**config.mk**
```make
export PLATFORM = sky130hd
export DESIGN_NAME = preset_record_validator_flat
export DESIGN_NICKNAME = d
export VERILOG_FILES = /design/src/hw/rtl/prv_pkg.sv /design/src/hw/rtl/prv_if.sv /design/src/hw/rtl/prv_front.sv /design/src/hw/rtl/prv_queue.sv /design/src/hw/rtl/prv_back.sv /design/src/hw/rtl/preset_record_validator.sv /design/src/flat_wrapper.sv
export SDC_FILE = /design/constraint.sdc
export NUM_CORES = 1
export LEC_CHECK = 0
export BUFFER_PORTS_ARGS = -buffer_cell sky130_fd_sc_hd__buf_4
export CORE_ASPECT_RATIO = 1.2
export CORE_UTILIZATION = 45
export DETAILED_ROUTE_END_ITERATION = 8
export GPL_ROUTABILITY_DRIVEN = 0
export PLACE_DENSITY = 0.66
export SKIP_CTS_REPAIR_TIMING = 1
export SYNTH_ARGS = -nofsm -noshare
export SYNTH_HDL_FRONTEND = slang
export SYNTH_SLANG_ARGS = --single-unit
```
**constraint.sdc**
```tcl
create_clock -name clk -period 6.6 [get_ports clk]
set_input_delay 1.32 -clock clk [delete_from_list [all_inputs] [get_ports clk]]
set_output_delay 1.32 -clock clk [all_outputs]
set_load 0.05 [all_outputs]
```
**src/hw/rtl/prv_pkg.sv**
```systemverilog
// Shared types, status codes and CRC helper for the preset record validator.
`default_nettype none

package prv_pkg;

    // Result status codes
    localparam logic [2:0] ST_OK       = 3'd0;
    localparam logic [2:0] ST_BAD_SLOT = 3'd1;
    localparam logic [2:0] ST_IO       = 3'd2;
    localparam logic [2:0] ST_MAGIC    = 3'd3;
    localparam logic [2:0] ST_VERSION  = 3'd4;
    localparam logic [2:0] ST_SIZE     = 3'd5;
    localparam logic [2:0] ST_CRC      = 3'd6;

    // Item kinds
    localparam logic REQ_HEADER  = 1'b0;
    localparam logic REQ_PAYLOAD = 1'b1;

    // Configuration register indexes
    localparam int CFG_IDX_W = 2;
    localparam int CFG_DATA_W = 16;
    localparam logic [CFG_IDX_W-1:0] CFG_HDR_VERSION      = 2'd0;
    localparam logic [CFG_IDX_W-1:0] CFG_SLOT_COUNT       = 2'd1;
    localparam logic [CFG_IDX_W-1:0] CFG_EXPECTED_SIZE    = 2'd2;

    // Command opcodes from front to back
    localparam logic [2:0] OP_RESTART = 3'd0;  // header ok: reset CRC, load expected CRC
    localparam logic [2:0] OP_REPORT  = 3'd1;  // header verdict: reset CRC, emit status
    localparam logic [2:0] OP_BYTE    = 3'd2;  // fold one payload byte
    localparam logic [2:0] OP_LAST    = 3'd3;  // fold final byte, emit verdict
    localparam logic [2:0] OP_ABORT   = 3'd4;  // payload read error

    localparam logic [15:0] CRC_INIT   = 16'hFFFF;
    localparam logic [15:0] CRC_POLY   = 16'h1021;
    localparam logic [15:0] CRC_RESET_EXPECTED = 16'h0000;
    localparam logic [31:0] RECORD_MAGIC = {8'h44, 8'h58, 8'h50, 8'h31};

    typedef struct packed {
        logic [2:0]  op;
        logic [2:0]  status;
        logic [15:0] arg;    // expected CRC or payload byte
    } cmd_t;

    // CRC-16/CCITT-FALSE update, one byte, MSB first
    function automatic logic [15:0] crc_byte(input logic [15:0] crc, input logic [7:0] b);
        logic [15:0] c;
        c = crc ^ {b, 8'h00};
        for (int k = 0; k < 8; k++) begin
            c = c[15] ? ((c << 1) ^ CRC_POLY) : (c << 1);
        end
        return c;
    endfunction

endpackage

`default_nettype wire

```
**src/hw/rtl/prv_if.sv**
```systemverilog
// Channel interfaces: input item channel and result channel.
`default_nettype none

interface prv_in_if;
    logic        valid;
    logic        ready;
    logic        req_type;
    logic [7:0]  slot;
    logic [31:0] magic_word;
    logic [7:0]  stored_version;
    logic [7:0]  stored_slot;
    logic [15:0] stored_size;
    logic [15:0] stored_crc;
    logic [7:0]  data_byte;
    logic        last_byte;
    logic        read_error;

    modport source (
        output valid, req_type, slot, magic_word, stored_version, stored_slot,
               stored_size, stored_crc, data_byte, last_byte, read_error,
        input  ready
    );
    modport sink (
        input  valid, req_type, slot, magic_word, stored_version, stored_slot,
               stored_size, stored_crc, data_byte, last_byte, read_error,
        output ready
    );
endinterface

interface prv_out_if;
    logic        valid;
    logic        ready;
    logic [2:0]  status;
    logic [15:0] computed_crc;

    modport source (output valid, status, computed_crc, input ready);
    modport sink   (input valid, status, computed_crc, output ready);
endinterface

`default_nettype wire

```
**src/hw/rtl/prv_front.sv**
```systemverilog
// Front end: config registers, header checks, record tracking, command issue.
`default_nettype none

module prv_front (
    input  wire logic                           clk,
    input  wire logic                           rst_n,
    input  wire logic                           cfg_we,
    input  wire logic [prv_pkg::CFG_IDX_W-1:0]  cfg_index,
    input  wire logic [prv_pkg::CFG_DATA_W-1:0] cfg_data,
    prv_in_if.sink                              item,
    output logic                                push_valid,
    output prv_pkg::cmd_t                       push_cmd,
    input  wire logic                           push_ready
);
    import prv_pkg::*;

    logic [7:0]  hdr_version_reg;
    logic [7:0]  slot_count_reg;
    logic [15:0] expected_size_reg;
    logic        record_open_reg;
    logic        record_open_next;
    logic        want_push;
    logic        accept;

    assign item.ready = push_ready;
    assign accept     = item.valid & push_ready;
    assign push_valid = accept & want_push;

    always_comb
    begin
        want_push        = 1'b0;
        record_open_next = record_open_reg;
        push_cmd.op      = OP_REPORT;
        push_cmd.status  = ST_OK;
        push_cmd.arg     = item.stored_crc;
        if (item.req_type == REQ_HEADER)
        begin
            want_push        = 1'b1;
            record_open_next = 1'b0;
            if (item.slot >= slot_count_reg)
                push_cmd.status = ST_BAD_SLOT;
            else if (item.read_error)
                push_cmd.status = ST_IO;
            else if (item.magic_word != RECORD_MAGIC)
                push_cmd.status = ST_MAGIC;
            else if (item.stored_version != hdr_version_reg)
                push_cmd.status = ST_VERSION;
            else if (item.stored_slot != item.slot || item.stored_size != expected_size_reg)
                push_cmd.status = ST_SIZE;
            else if (expected_size_reg == 16'd0)
                // empty payload: verdict comes straight from the stored CRC
                push_cmd.status = (item.stored_crc == CRC_INIT) ? ST_OK : ST_CRC;
            else
            begin
                push_cmd.op      = OP_RESTART;
                record_open_next = 1'b1;
            end
        end
        else if (record_open_reg)
        begin
            want_push    = 1'b1;
            push_cmd.arg = {8'h00, item.data_byte};
            if (item.read_error)
            begin
                push_cmd.op      = OP_ABORT;
                push_cmd.status  = ST_IO;
                record_open_next = 1'b0;
            end
            else if (item.last_byte)
            begin
                push_cmd.op      = OP_LAST;
                record_open_next = 1'b0;
            end
            else
                push_cmd.op = OP_BYTE;
        end
    end

    always_ff @(posedge clk or negedge rst_n)
    begin
        if (!rst_n)
        begin
            hdr_version_reg    <= 8'd1;
            slot_count_reg     <= 8'd8;
            expected_size_reg  <= 16'd256;
            record_open_reg    <= 1'b0;
        end
        else
        begin
            if (cfg_we)
            begin
                case (cfg_index)
                    CFG_HDR_VERSION:    hdr_version_reg    <= cfg_data[7:0];
                    CFG_SLOT_COUNT:     slot_count_reg     <= cfg_data[7:0];
                    CFG_EXPECTED_SIZE:  expected_size_reg  <= cfg_data;
                    default:            ;
                endcase
            end
            if (accept)
                record_open_reg <= record_open_next;
        end
    end

endmodule

`default_nettype wire

```
**src/hw/rtl/prv_queue.sv**
```systemverilog
// Short command queue between front and back.
`default_nettype none

module prv_queue #(
    parameter int DEPTH = 4
) (
    input  wire logic    clk,
    input  wire logic    rst_n,
    input  wire logic    push_valid,
    input  prv_pkg::cmd_t push_cmd,
    output logic         push_ready,
    output logic         pop_valid,
    output prv_pkg::cmd_t pop_cmd,
    input  wire logic    pop_ready
);
    import prv_pkg::*;

    localparam int PTR_W = (DEPTH > 1) ? $clog2(DEPTH) : 1;
    localparam int CNT_W = $clog2(DEPTH + 1);
    localparam logic [PTR_W-1:0] PTR_LAST = PTR_W'(DEPTH - 1);
    localparam logic [CNT_W-1:0] CNT_FULL = CNT_W'(DEPTH);

    cmd_t             slots_reg [DEPTH];
    logic [PTR_W-1:0] wr_ptr_reg;
    logic [PTR_W-1:0] rd_ptr_reg;
    logic [CNT_W-1:0] count_reg;
    logic             do_push;
    logic             do_pop;

    assign push_ready = (count_reg != CNT_FULL);
    assign pop_valid  = (count_reg != '0);
    assign pop_cmd    = slots_reg[rd_ptr_reg];
    assign do_push    = push_valid & push_ready;
    assign do_pop     = pop_valid & pop_ready;

    always_ff @(posedge clk)
    begin
        if (do_push)
            slots_reg[wr_ptr_reg] <= push_cmd;
    end

    always_ff @(posedge clk or negedge rst_n)
    begin
        if (!rst_n)
        begin
            wr_ptr_reg <= '0;
            rd_ptr_reg <= '0;
            count_reg  <= '0;
        end
        else
        begin
            if (do_push)
                wr_ptr_reg <= (wr_ptr_reg == PTR_LAST) ? '0 : wr_ptr_reg + 1'b1;
            if (do_pop)
                rd_ptr_reg <= (rd_ptr_reg == PTR_LAST) ? '0 : rd_ptr_reg + 1'b1;
            if (do_push && !do_pop)
                count_reg <= count_reg + 1'b1;
            else if (do_pop && !do_push)
                count_reg <= count_reg - 1'b1;
        end
    end

endmodule

`default_nettype wire

```
**src/hw/rtl/prv_back.sv**
```systemverilog
// Back end: running CRC, verdicts and the output register.
`default_nettype none

module prv_back (
    input  wire logic     clk,
    input  wire logic     rst_n,
    input  wire logic     pop_valid,
    input  prv_pkg::cmd_t pop_cmd,
    output logic          pop_ready,
    prv_out_if.source     result
);
    import prv_pkg::*;

    logic [15:0] running_crc_reg;
    logic [15:0] expected_crc_reg;
    logic        out_valid_reg;
    logic        out_valid_next;
    logic [2:0]  status_reg;
    logic [15:0] crc_out_reg;
    logic [15:0] folded_crc;
    logic        take;
    logic        emit;

    assign pop_ready           = ~out_valid_reg | result.ready;
    assign take                = pop_valid & pop_ready;
    assign emit                = take & (pop_cmd.op == OP_REPORT || pop_cmd.op == OP_LAST ||
                                         pop_cmd.op == OP_ABORT);
    assign out_valid_next      = emit | (out_valid_reg & ~result.ready);
    assign folded_crc          = crc_byte(running_crc_reg, pop_cmd.arg[7:0]);
    assign result.valid        = out_valid_reg;
    assign result.status       = status_reg;
    assign result.computed_crc = crc_out_reg;

    always_ff @(posedge clk or negedge rst_n)
    begin
        if (!rst_n)
        begin
            running_crc_reg  <= CRC_INIT;
            expected_crc_reg <= CRC_RESET_EXPECTED;
            out_valid_reg    <= 1'b0;
        end
        else
        begin
            out_valid_reg <= out_valid_next;
            if (take)
            begin
                unique case (pop_cmd.op)
                    OP_RESTART:
                    begin
                        running_crc_reg  <= CRC_INIT;
                        expected_crc_reg <= pop_cmd.arg;
                    end
                    OP_REPORT:
                        running_crc_reg <= CRC_INIT;
                    OP_BYTE:
                        running_crc_reg <= folded_crc;
                    OP_LAST:
                        running_crc_reg <= folded_crc;
                    OP_ABORT: ;
                    default: ;
                endcase
            end
        end
    end

    // result payload, loaded only when a verdict is issued
    always_ff @(posedge clk)
    begin
        if (take)
        begin
            case (pop_cmd.op)
                OP_REPORT:
                begin
                    status_reg  <= pop_cmd.status;
                    crc_out_reg <= CRC_INIT;
                end
                OP_LAST:
                begin
                    status_reg  <= (folded_crc == expected_crc_reg) ? ST_OK : ST_CRC;
                    crc_out_reg <= folded_crc;
                end
                OP_ABORT:
                begin
                    status_reg  <= ST_IO;
                    crc_out_reg <= running_crc_reg;
                end
                default: ;
            endcase
        end
    end

endmodule

`default_nettype wire

```
**src/hw/rtl/preset_record_validator.sv**
```systemverilog
// Top level of the preset record validator.
//
//   port      dir  protocol            carries
//   cfg_*     in   write enable        header version, slot count, payload size
//   item      in   valid/ready         header or payload byte item
//   result    out  valid/ready         status, computed_crc
//
// One item per cycle sustained while the queue has room; the front pushes into
// the queue on the transfer edge, then the back pops it, folds the byte with a
// CRC-16 update and loads the output register, which drives result valid.
// Reset clears config to defaults, the queue, the open-record flag and the CRC.
// Input ready drops only when the command queue is full; the queue absorbs
// stalls on the result side.
`default_nettype none

module preset_record_validator #(
    parameter int QUEUE_DEPTH = 4
) (
    input  wire logic                           clk,
    input  wire logic                           rst_n,
    input  wire logic                           cfg_we,
    input  wire logic [prv_pkg::CFG_IDX_W-1:0]  cfg_index,
    input  wire logic [prv_pkg::CFG_DATA_W-1:0] cfg_data,
    prv_in_if.sink                              item,
    prv_out_if.source                           result
);
    import prv_pkg::*;

    logic push_valid;
    logic push_ready;
    cmd_t push_cmd;
    logic pop_valid;
    logic pop_ready;
    cmd_t pop_cmd;

    prv_front u_front (
        .clk        (clk),
        .rst_n      (rst_n),
        .cfg_we     (cfg_we),
        .cfg_index  (cfg_index),
        .cfg_data   (cfg_data),
        .item       (item),
        .push_valid (push_valid),
        .push_cmd   (push_cmd),
        .push_ready (push_ready)
    );

    prv_queue #(
        .DEPTH (QUEUE_DEPTH)
    ) u_queue (
        .clk        (clk),
        .rst_n      (rst_n),
        .push_valid (push_valid),
        .push_cmd   (push_cmd),
        .push_ready (push_ready),
        .pop_valid  (pop_valid),
        .pop_cmd    (pop_cmd),
        .pop_ready  (pop_ready)
    );

    prv_back u_back (
        .clk       (clk),
        .rst_n     (rst_n),
        .pop_valid (pop_valid),
        .pop_cmd   (pop_cmd),
        .pop_ready (pop_ready),
        .result    (result)
    );

endmodule

`default_nettype wire
```
**src/flat_wrapper.sv**
```systemverilog
// flat-port wrapper written by rule: the top's interface ports become plain ports
module preset_record_validator_flat import prv_pkg::*;
#(
    parameter int QUEUE_DEPTH = 4
)
  (clk, rst_n, cfg_we, cfg_index, cfg_data, item_valid, item_req_type, item_slot, item_magic_word, item_stored_version, item_stored_slot, item_stored_size, item_stored_crc, item_data_byte, item_last_byte, item_read_error, item_ready, result_valid, result_status, result_computed_crc, result_ready);
  prv_in_if item_i ();
  prv_out_if result_i ();
  input  wire logic clk;
  input  wire logic rst_n;
  input  wire logic cfg_we;
  input  wire logic [prv_pkg::CFG_IDX_W-1:0] cfg_index;
  input  wire logic [prv_pkg::CFG_DATA_W-1:0] cfg_data;
  input wire logic [$bits(item_i.valid)-1:0] item_valid;
  input wire logic [$bits(item_i.req_type)-1:0] item_req_type;
  input wire logic [$bits(item_i.slot)-1:0] item_slot;
  input wire logic [$bits(item_i.magic_word)-1:0] item_magic_word;
  input wire logic [$bits(item_i.stored_version)-1:0] item_stored_version;
  input wire logic [$bits(item_i.stored_slot)-1:0] item_stored_slot;
  input wire logic [$bits(item_i.stored_size)-1:0] item_stored_size;
  input wire logic [$bits(item_i.stored_crc)-1:0] item_stored_crc;
  input wire logic [$bits(item_i.data_byte)-1:0] item_data_byte;
  input wire logic [$bits(item_i.last_byte)-1:0] item_last_byte;
  input wire logic [$bits(item_i.read_error)-1:0] item_read_error;
  output wire logic [$bits(item_i.ready)-1:0] item_ready;
  output wire logic [$bits(result_i.valid)-1:0] result_valid;
  output wire logic [$bits(result_i.status)-1:0] result_status;
  output wire logic [$bits(result_i.computed_crc)-1:0] result_computed_crc;
  input wire logic [$bits(result_i.ready)-1:0] result_ready;
  assign item_i.valid = item_valid;
  assign item_i.req_type = item_req_type;
  assign item_i.slot = item_slot;
  assign item_i.magic_word = item_magic_word;
  assign item_i.stored_version = item_stored_version;
  assign item_i.stored_slot = item_stored_slot;
  assign item_i.stored_size = item_stored_size;
  assign item_i.stored_crc = item_stored_crc;
  assign item_i.data_byte = item_data_byte;
  assign item_i.last_byte = item_last_byte;
  assign item_i.read_error = item_read_error;
  assign item_ready = item_i.ready;
  assign result_valid = result_i.valid;
  assign result_status = result_i.status;
  assign result_computed_crc = result_i.computed_crc;
  assign result_i.ready = result_ready;
  preset_record_validator #(.QUEUE_DEPTH(QUEUE_DEPTH)) u_core (.clk(clk), .rst_n(rst_n), .cfg_we(cfg_we), .cfg_index(cfg_index), .cfg_data(cfg_data), .item(item_i), .result(result_i));
endmodule
```
==> flow_metrics.env, run 1 <==
export IMPL_status="completed"
export IMPL_reg2reg_slack_ns=3.07
export IMPL_via_count=5232
export IMPL_fmax_ghz=0.2830
export IMPL_antenna_found_initial=0
export IMPL_regArea_sq_mm=0.005064
export IMPL_synthCells=578
export IMPL_worstReg2RegStart="u_core.u_queue.rd_ptr_reg[0]"
export IMPL_power_density_mw_per_mm2=496.6
export IMPL_hold_start="u_core.u_front.slot_count_reg[5]"
export IMPL_hold_ws_ns=0.5094
export IMPL_grt_use_total_pct=20.47
export IMPL_async_flop_share_pct=40.56
export IMPL_io_pins=143
export IMPL_hold_path_class="reg -> reg"
export IMPL_ctsRootBufferMaster="clkbuf_16"
export IMPL_fin_nets=867
export IMPL_swShare_pct=38.13
export IMPL_finalCriticalPeriod_ns=3.534
export IMPL_worstSetupStartpointType="register"
export IMPL_clk_pin_slew_ns=0.07
export IMPL_yosysUniqueCellTypes=48
export IMPL_diodes=0
export IMPL_rsz0062_at_grt="no"
export IMPL_dieHeight_um=152.0
export IMPL_p_int_mw=3.178
export IMPL_routed_wl_mm=18.20
export IMPL_multi_input_area_sq_mm=0.003228
export IMPL_endpoint_kind="register"
export IMPL_ant_nets=0
export IMPL_first_pass_iters=4
export IMPL_whs_endpoint="u_core.u_front.slot_count_reg[5]"
export IMPL_leakage_nw=4.038
export IMPL_viasPerCell=5.411
export IMPL_cts_buffers_inserted=17
export IMPL_grt_pass1_vias=5557
export IMPL_ir_drop_mv=0.2386
export IMPL_grt_pass1_wl_mm=29.69
export IMPL_drive_above_1_share_pct=38.36
export IMPL_tightest_slew_ns=1.216
export IMPL_area_delta_synth_final_pct=22.62
export IMPL_die_area_sq_mm=0.01930
export IMPL_r2r_end="u_core.u_back.expected_crc_reg[3]"
export IMPL_dpl_hpwl_mm=13.46
export IMPL_p_clk_share_pct=19.6
export IMPL_remaining_drc_errors=0
export IMPL_ys_flop_type="edfxtp_1"
export IMPL_rows=54
export IMPL_fp_dieW_um=127.0
export IMPL_largest_register_ffs=88
export IMPL_syn_area_per_cell_sq_um=14.59
export IMPL_worst_skew_pair_late_latency_ns=0.43
export IMPL_final_cell_mix="149 x buf_4, 107 x edfxtp_1, 58 x mux2_2"
export IMPL_syn_cell_area_sq_mm=0.008436
export IMPL_num_fill_cells=1477
export IMPL_htreeDepth=4
export IMPL_pwr_share_seq_pct=35.4
export IMPL_power_switching_mw=1.959
export IMPL_yosysTopAreaCellShare_pct=38.09
export IMPL_maxCapViolations=0
export IMPL_grt_max_degree=74
export IMPL_worstPathArrival_ns=3.84
export IMPL_synth_top_area_cell="edfxtp_1"
export IMPL_drv_slew=0
export IMPL_seq_area_frac_synth_pct=60.03
export IMPL_post_route_util_pct=56.70
export IMPL_core_sq_mm=0.01824
export IMPL_critPathMaxFanout=19
export IMPL_ys_top_cells_by_area="edfxtp_1 38%, dfrtp_1 16%, mux2_2 7.7%"
export IMPL_synth_edf_count=107
export IMPL_comb_power_share_pct=45.0
export IMPL_grt_overflow_total=0
export IMPL_setup_viol=0
export IMPL_wl_per_cell_um=18.82
export IMPL_yosysWarnings=0
export IMPL_fin_skew_ns=0.01068
export IMPL_start_util_pct=46.24
export IMPL_fin_crit_sh_pct=53.55
export IMPL_hold_viol=0
export IMPL_relSlewSlack_pct=18.92
export IMPL_clock_path_buffers=2
export IMPL_clkSinkCount=180
export IMPL_syn_num_nets=715
export IMPL_port_buffers=142
export IMPL_drt_iter0_markers=313
export IMPL_cts_tree="built"
export IMPL_synth_seq_cells=180
export IMPL_critPathKind="reg -> reg"
export IMPL_r2r_cells=5
export IMPL_final_common_cell="buf_4"
export IMPL_min_path_cells=1
export IMPL_required_ns=6.91
export IMPL_finalSetupTns_ns=0
-- critical path, stage by stage, from the launching register on --
cell	delay [ns]
dfrtp_1	0.65
buf_4	0.42
mux4_2	0.58
nor2_2	0.64
nand2_1	0.64
mux2_2	0.46
-- power groups by stage --
stage | sequential, mW | combinational [mW] | clock (mW)
floorplan | 2.00 | 1.58 | 0
global placement | 1.83 | 2.28 | 0
detailed placement | 1.84 | 2.33 | 0
CTS | 1.82 | 2.33 | 1.03
global route | 1.85 | 2.51 | 1.08
finish | 1.82 | 2.31 | 1.01
-- per-layer routing --
metal  vias to the layer above  global-route usage [%]  routed length, um
met4                         0                   7.256                273
li1                       2449                       -                  -
met1                      2631                   23.21               7092
met2                       133                   37.78              10150
met5                         -                       0                  0
met3                        19                   4.155                685
-- cell families (layout without fill, tap and decap cells) --
logic type | Yosys count | in the layout | share of synthesized area (%)
flops | 180 | 180 | 60.03
simple gates | 122 | 122 | 7.802
mux | 80 | 80 | 13.66
compound gates | 76 | 76 | 5.266
xor+xnor | 73 | 73 | 9.226
buf+inv | 32 | 197 | 1.706
fa+ha+maj | 15 | 15 | 2.314
-- synth_stat cells (2+ instances only) --
cell type	n
nor2_1	31
buf_1	2
o21bai_1	2
o21ai_0	23
dfrtp_1	54
nand4_1	8
xor2_1	47
inv_1	16
buf_4	2
and2_1	15
a21o_1	4
edfxtp_1	107
and3_1	3
xnor2_1	18
clkbuf_1	9
a31oi_1	2
a21oi_1	37
buf_6	2
nor4b_1	5
nor3_1	9
dfstp_2	19
mux2_2	58
mux4_2	21
xnor2_4	7
nand3b_1	4
nor4_1	16
ha_1	14
nand2b_1	5
nand2_1	19
-- cell type report --
class,count,area share (%)
timing repair buffer,149,10.81
tap,224,2.710
clock inverter,5,0.5564
clock buffer,27,5.177
multi-input combinational,366,31.21
inverter,16,0.5806
sequential,180,48.95
-- stage by stage --
step / instances / power [mW] / cell area, sq um / setup WS, ns
detailed placement: 935 / 4.169 / 9751 / 3.011
finish: 967 / 5.136 / 10340 / 3.066
floorplan: 578 / 3.574 / 8436 / 3.351
global route: 967 / 5.442 / 10340 / 2.742
global placement: 935 / 4.114 / 9751 / 3.037
CTS: 967 / 5.181 / 10340 / 2.993
-- how the worst max path moves through the flow --
stage,start,end,slack (ns)
floorplan,item_slot[0],u_core.u_queue.slots_reg[0][19],3.35
global placement,item_slot[0],u_core.u_queue.slots_reg[0][19],3.04
detailed placement,u_core.u_queue.rd_ptr_reg[0],u_core.u_back.expected_crc_reg[15],3.01
CTS,u_core.u_queue.rd_ptr_reg[0],u_core.u_back.expected_crc_reg[15],2.99
global route,u_core.u_queue.rd_ptr_reg[0],u_core.u_back.expected_crc_reg[5],2.74
finish,u_core.u_queue.rd_ptr_reg[0],u_core.u_back.expected_crc_reg[3],3.07
No activity file was read; power rests on OpenSTA's default activity.
==> run 2: changes to the inputs <==
--- a/config.mk
+++ b/config.mk
@@ -5,12 +5,13 @@
 export SDC_FILE = /design/constraint.sdc
 export NUM_CORES = 1
 export LEC_CHECK = 0
+export ABC_AREA = 1
 export BUFFER_PORTS_ARGS = -buffer_cell sky130_fd_sc_hd__buf_4
 export CORE_ASPECT_RATIO = 1.2
 export CORE_UTILIZATION = 45
 export DETAILED_ROUTE_END_ITERATION = 8
 export GPL_ROUTABILITY_DRIVEN = 0
-export PLACE_DENSITY = 0.66
+export PLACE_DENSITY = 0.68
 export SKIP_CTS_REPAIR_TIMING = 1
 export SYNTH_ARGS = -nofsm -noshare
 export SYNTH_HDL_FRONTEND = slang
==> constraint.sdc (replaced) <==
create_clock -name clk -period 3.15 [get_ports clk]
set_input_delay 0.63 -clock clk [delete_from_list [all_inputs] [get_ports clk]]
set_output_delay 0.63 -clock clk [all_outputs]
set_load 0.05 [all_outputs]
==> run 2 against run 1 <==
Hold slack lost 0.15 ns. Cell count grew 46%. Critical endpoint is now u_core.u_back.result.status[1]. Total power grew 120%. Largest cell class unchanged. Area after synthesis grew 7.8%.
==> flow_metrics.env, run 2 <==
export IMPL_worst_skew_pair_late_latency_ns=0.43
export IMPL_power_switching_mw=4.972
export IMPL_fmax_ghz=0.3752
export IMPL_synth_top_area_cell="edfxtp_1"
export IMPL_area_delta_synth_final_pct=21.66
export IMPL_clk_pin_slew_ns=0.07
export IMPL_die_area_sq_mm=0.02078
export IMPL_io_pins=143
export IMPL_grt_pass1_wl_mm=34.92
export IMPL_syn_area_per_cell_sq_um=9.212
export IMPL_final_common_cell="nand2_1"
export IMPL_drv_slew=0
export IMPL_p_int_mw=6.269
export IMPL_pwr_share_seq_pct=33.1
export IMPL_synth_edf_count=107
export IMPL_synth_seq_cells=180
export IMPL_drt_iter0_markers=402
export IMPL_htreeDepth=4
export IMPL_grt_use_total_pct=21.87
export IMPL_fp_dieW_um=131.8
export IMPL_remaining_drc_errors=0
export IMPL_clkSinkCount=180
export IMPL_finalSetupTns_ns=0
export IMPL_cts_buffers_inserted=17
export IMPL_yosysTopAreaCellShare_pct=35.34
export IMPL_yosysWarnings=0
export IMPL_setup_viol=0
export IMPL_ant_nets=0
export IMPL_grt_pass1_vias=7033
export IMPL_tightest_slew_ns=0.9964
export IMPL_diodes=0
export IMPL_hold_ws_ns=0.3556
export IMPL_ctsRootBufferMaster="clkbuf_16"
export IMPL_max_stage_delay_ns=0.58
export IMPL_p_clk_share_pct=18.5
export IMPL_leakage_nw=4.983
export IMPL_crit_path_frequent_cell="nand2_1"
export IMPL_hold_viol=0
export IMPL_fin_crit_sh_pct=84.62
export IMPL_relSlewSlack_pct=33.58
export IMPL_crit_chain="buf_4 -> buf_4 -> nand2_1 -> nand3_2 -> nand2_1 -> nand2_1 -> nand2_2 -> nand2_1 -> nand2_1 -> nand2_1 -> nand2_1 -> nor2_1 -> nand3_1 -> nor2_1 -> nand3_1 -> nand2_1 -> nand2_1"
export IMPL_ys_flop_type="edfxtp_1"
export IMPL_viasPerCell=5.124
export IMPL_required_ns=3.33
export IMPL_hold_path_class="in -> async"
export IMPL_synth_most_common_cell="nand2_1"
export IMPL_largest_register_ffs=88
export IMPL_antenna_found_initial=0
export IMPL_grt_overflow_total=0
export IMPL_first_pass_iters=5
export IMPL_power_density_mw_per_mm2=1016
export IMPL_critPathBufInv=2
export IMPL_crit_family="simple AND/OR/NAND/NOR gates"
export IMPL_critPathMaxFanout=19
export IMPL_port_buffers=142
export IMPL_clock_path_buffers=2
export IMPL_syn_num_nets=1124
export IMPL_dieHeight_um=157.7
export IMPL_comb_power_share_pct=48.4
export IMPL_via_count=7245
export IMPL_dpl_hpwl_mm=16.14
export IMPL_ys_top_cells_by_count="251 x nand2_1, 109 x inv_1, 107 x edfxtp_1"
export IMPL_cp_slowest_cell="dfrtp_1"
export IMPL_status="completed"
export IMPL_fin_skew_ns=0.009046
export IMPL_rows=56
export IMPL_drive_above_1_share_pct=24.02
export IMPL_swShare_pct=44.23
export IMPL_synthCells=987
export IMPL_endpoint_kind="register"
export IMPL_core_sq_mm=0.01969
export IMPL_worstSetupStartpointType="register"
export IMPL_worstPathArrival_ns=2.85
export IMPL_yosysUniqueCellTypes=46
export IMPL_fin_nets=1277
export IMPL_finalCriticalPeriod_ns=2.665
export IMPL_routed_wl_mm=21.60
export IMPL_rsz0062_at_grt="no"
export IMPL_reg2reg_slack_ns=0.48
export IMPL_grt_max_degree=74
export IMPL_syn_cell_area_sq_mm=0.009092
export IMPL_ir_drop_mv=0.5241
export IMPL_ys_top_cells_by_area="edfxtp_1 35%, dfrtp_1 15%, nand2_1 10%"
export IMPL_cts_tree="built"
export IMPL_wl_per_cell_um=15.28
export IMPL_final_cell_mix="251 x nand2_1, 159 x buf_4, 109 x inv_1"
export IMPL_async_flop_share_pct=40.56
export IMPL_critPathKind="reg -> reg"
export IMPL_maxCapViolations=0
export IMPL_start_util_pct=46.18
export IMPL_seq_area_frac_synth_pct=55.69
## run 2: cell types whose count changed after synthesis, sizes merged, moves of 13 or more
cell / before / now
mux2: 58 / 9
nand2: 19 / 277
or2: 0 / 13
nand3: 1 / 62
mux4: 22 / 0
o22ai: 0 / 26
and2: 15 / 2
o21ai: 23 / 75
xor2: 47 / 3
nor2: 32 / 91
inv: 16 / 116
## run 2: path summary, 6_finish.rpt
path	startpoint	to	cells past startpoint
worst min-delay path	rst_n	u_core.u_front.expected_size_reg[7]	1
worst max-delay path	u_core.u_queue.rd_ptr_reg[0]	u_core.u_back.result.status[1]	17
max in group asynchronous	rst_n	u_core.u_back.expected_crc_reg[14]	1
worst min register to register	u_core.u_front.hdr_version_reg[2]	u_core.u_front.hdr_version_reg[2]	2
worst max register to register	u_core.u_queue.rd_ptr_reg[0]	u_core.u_back.result.status[1]	17
min in group clk	result_ready	u_core.u_back.result.valid	2
## run 2: logic make-up after synthesis
kind of cell | after synthesis | synth area share [%]
AND/OR/NAND/NOR | 471 | 23.30
flip-flops | 180 | 55.69
AO/OA/AOI/OAI | 150 | 9.275
buffers and inverters | 141 | 6.454
XOR/XNOR | 21 | 2.023
adder cells (fa/ha/maj) | 15 | 2.147
multiplexers | 9 | 1.115
## run 2: per-layer routing
metal | up-vias | share of wire (%) | GRT usage [%]
li1 | 3589 | - | -
met1 | 3394 | 39 | 24.10
met2 | 231 | 53 | 40.87
met3 | 31 | 5.6 | 4.547
met4 | 0 | 2.4 | 9.192
met5 | - | 0 | 0
## run 2: power by group through the flow
stage	Clock (mW)	Sequential (mW)	Combinational [mW]
after floorplan	0	4.11	3.50
after CTS	2.11	3.72	5.43
after global placement	0	3.76	5.33
final	2.08	3.72	5.44
after global routing	2.19	3.78	6.03
after detailed placement	0	3.76	5.41
## run 2: through the flow
| step | power, mW | setup WS, ns | instances | utilization (%) | instance area (sq um) |
|---|---|---|---|---|---|
| finish | 11.24 | 0.4846 | 1414 | 56.18 | 11060 |
| global route | 12.01 | 0.2756 | 1414 | 56.18 | 11060 |
| CTS | 11.27 | 0.5287 | 1414 | 56.18 | 11060 |
| detailed placement | 9.177 | 0.4711 | 1382 | 53.22 | 10480 |
| floorplan | 7.612 | 0.4240 | 987 | - | 9092 |
| global placement | 9.083 | 0.5028 | 1382 | 53.22 | 10480 |
## run 2: layout make-up
type,instances,area [sq um]
Multi-Input combinational cell,666,3452
Tap cell,261,326.6
Sequential cell,180,5064
Timing Repair Buffer,159,1194
Clock buffer,24,524.3
Fill cell,1775,8627
Inverter,116,442.9
Clock inverter,8,58.81
==> run 3: changes to the inputs <==
==> constraint.sdc (replaced) <==
create_clock -name clk -period 2.4 [get_ports clk]
set_input_delay 0.48 -clock clk [delete_from_list [all_inputs] [get_ports clk]]
set_output_delay 0.48 -clock clk [all_outputs]
set_load 0.05 [all_outputs]
==> run 3 against run 2 <==
The run now ends with hold timing left. Die area unchanged. Clock power up 34%. Cell count up 0.99%. Final area up 2.3%. Critical path depth down 7. Non-clock buffer count up 14. Sequential power up 32%. Total power up 35%. Hold slack worse by 0.36 ns. Clock-buffer cell count down 6. Critical path type unchanged. Largest power group unchanged.
==> flow_metrics.env, run 3 (synthesis gave the netlist of run 2 again) <==
export IMPL_start_util_pct=46.18
export IMPL_viasPerCell=5.108
export IMPL_routed_wl_mm=21.95
export IMPL_rsz0062_at_grt="yes"
export IMPL_stdcell_count=1428
export IMPL_reg2reg_slack_ns=0.06
export IMPL_leakage_nw=5.083
export IMPL_wl_per_cell_um=15.37
export IMPL_final_cell_mix="247 x nand2_1, 168 x buf_4, 109 x inv_1"
export IMPL_largest_register_ffs=88
export IMPL_remaining_drc_errors=0
export IMPL_clock_path_buffers=2
export IMPL_drv_slew=0
export IMPL_via_count=7294
export IMPL_hold_path_class="in -> async"
export IMPL_finalCriticalPeriod_ns=2.336
export IMPL_diodes=0
export IMPL_drive_above_1_share_pct=26.31
export IMPL_hold_viol=3
export IMPL_grt_pass1_vias=6943
export IMPL_p_int_mw=8.491
export IMPL_final_common_cell="nand2_1"
export IMPL_dpl_cell_area_sq_mm=0.01062
export IMPL_cts_tree="built"
export IMPL_pre_cts_slack_ns=-0.06997
export IMPL_ant_nets=0
export IMPL_first_pass_iters=5
export IMPL_finalSetupTns_ns=0
export IMPL_comb_power_share_pct=49.4
export IMPL_critPathMaxFanout=4
export IMPL_grt_max_degree=40
export IMPL_die_area_sq_mm=0.02078
export IMPL_rows=56
export IMPL_power_mw=15.23
export IMPL_power_switching_mw=6.737
export IMPL_grt_overflow_total=0
export IMPL_maxCapViolations=0
export IMPL_grt_use_total_pct=22.32
export IMPL_post_route_util_pct=57.49
export IMPL_port_buffers=142
export IMPL_hold_ws_ns=-0.002790
export IMPL_fin_skew_ns=0.009552
export IMPL_antenna_found_initial=0
export IMPL_fmax_ghz=0.4280
export IMPL_clkSinkCount=180
export IMPL_endpoint_kind="register"
export IMPL_crit_family="compound AO/OA/AOI/OAI gates"
export IMPL_drt_iter0_markers=487
export IMPL_r2r_cells=10
export IMPL_dpl_hpwl_mm=16.26
export IMPL_p_clk_share_pct=18.3
export IMPL_design_area_sq_mm=0.01132
export IMPL_worst_skew_pair_late_latency_ns=0.44
export IMPL_area_delta_synth_final_pct=24.49
export IMPL_io_pins=143
export IMPL_core_sq_mm=0.01969
export IMPL_ctsRootBufferMaster="clkbuf_16"
export IMPL_dieHeight_um=157.7
export IMPL_crit_chain="inv_1 -> ha_1 -> a21oi_1 -> o21ai_0 -> nand2_1 -> o211ai_1 -> a21oi_1 -> nand4_1 -> nand2_1 -> inv_1"
export IMPL_setup_viol=0
export IMPL_power_density_mw_per_mm2=1345
export IMPL_fin_nets=1291
export IMPL_ir_drop_mv=0.7858
export IMPL_dp_cells=1393
export IMPL_fp_dieW_um=131.8
export IMPL_required_ns=2.58
export IMPL_grt_pass1_wl_mm=35.49
export IMPL_htreeDepth=4
export IMPL_swShare_pct=44.24
export IMPL_max_stage_delay_ns=0.53
export IMPL_violations="hold timing"
export IMPL_fin_ws_ns=0.06372
export IMPL_worstPathArrival_ns=2.52
export IMPL_relSlewSlack_pct=65.22
export IMPL_pwr_share_seq_pct=32.3
export IMPL_critPathKind="reg -> reg"
export IMPL_r2r_end="u_core.u_queue.slots_reg[0][19]"
export IMPL_worstSetupStartpointType="register"
export IMPL_cts_buffers_inserted=17
export IMPL_clk_pin_slew_ns=0.07
export IMPL_status="complete, but fails checks"
export IMPL_critPathBufInv=2
export IMPL_worstReg2RegStart="u_core.u_front.slot_count_reg[3]"
export IMPL_num_fill_cells=1723
export IMPL_cp_slowest_cell="dfstp_2"
export IMPL_fin_crit_sh_pct=97.35
export IMPL_tightest_slew_ns=0.5169
[run 3: cell count changes in the layout (fill, tap and decap cells not counted), sizes merged]
cell / delta
bufinv: +1
clkbuf: -5
buf: +13
clkinvlp: +1
clkinv: +4
[run 3: worst max path at each step]
stage                                     startpoint                               to  slack [ns]  cells past startpoint
floorplan                u_core.u_queue.count_reg[0]   u_core.u_queue.slots_reg[0][0]       0.003                      6
global placement              item_stored_version[0]  u_core.u_queue.slots_reg[3][19]       -0.04                      8
detailed placement            item_stored_version[0]  u_core.u_queue.slots_reg[3][19]       -0.07                      8
CTS                     u_core.u_queue.rd_ptr_reg[0]   u_core.u_back.result.status[1]       -0.02                     17
global route            u_core.u_queue.rd_ptr_reg[0]   u_core.u_back.result.status[2]       -0.05                     17
finish              u_core.u_front.slot_count_reg[3]  u_core.u_queue.slots_reg[0][19]        0.06                     10
[run 3: power by group through the flow]
stage               Clock [mW]  Sequential [mW]  Combinational, mW
finish                    2.79             4.91               7.53
global route              2.96             5.00               8.34
CTS                       2.83             4.90               7.37
detailed placement           0             4.96               7.33
global placement             0             4.95               7.21
floorplan                    0             5.39               4.62
[run 3: layout make-up]
class	instances	area (sq um)	area share, %
flip-flops and latches	180	5066	44.76
multi-input cells	666	3518	31.08
repair buffers	173	1366	12.07
inverters	116	447.9	3.957
clock buffers	18	429.2	3.791
well taps	261	326.6	2.885
clock inverters	14	165.2	1.459
[run 3: routing by layer]
layer | up-vias | global-route usage [%] | part of all wire [%]
li1 | 3623 | - | -
met1 | 3392 | 27.34 | 43
met2 | 234 | 37.99 | 48
met3 | 45 | 4.707 | 5.3
met4 | 0 | 10.13 | 3.6
met5 | - | 0 | 0
[run 3: worst register-to-register path, cell delays in order, from the launching register on]
cell and delay [ns]:
dfstp_2 0.53, inv_1 0.04, ha_1 0.29, a21oi_1 0.13, o21ai_0 0.11, nand2_1 0.07
o211ai_1 0.07, a21oi_1 0.41, nand4_1 0.23, nand2_1 0.13, inv_1 0.09
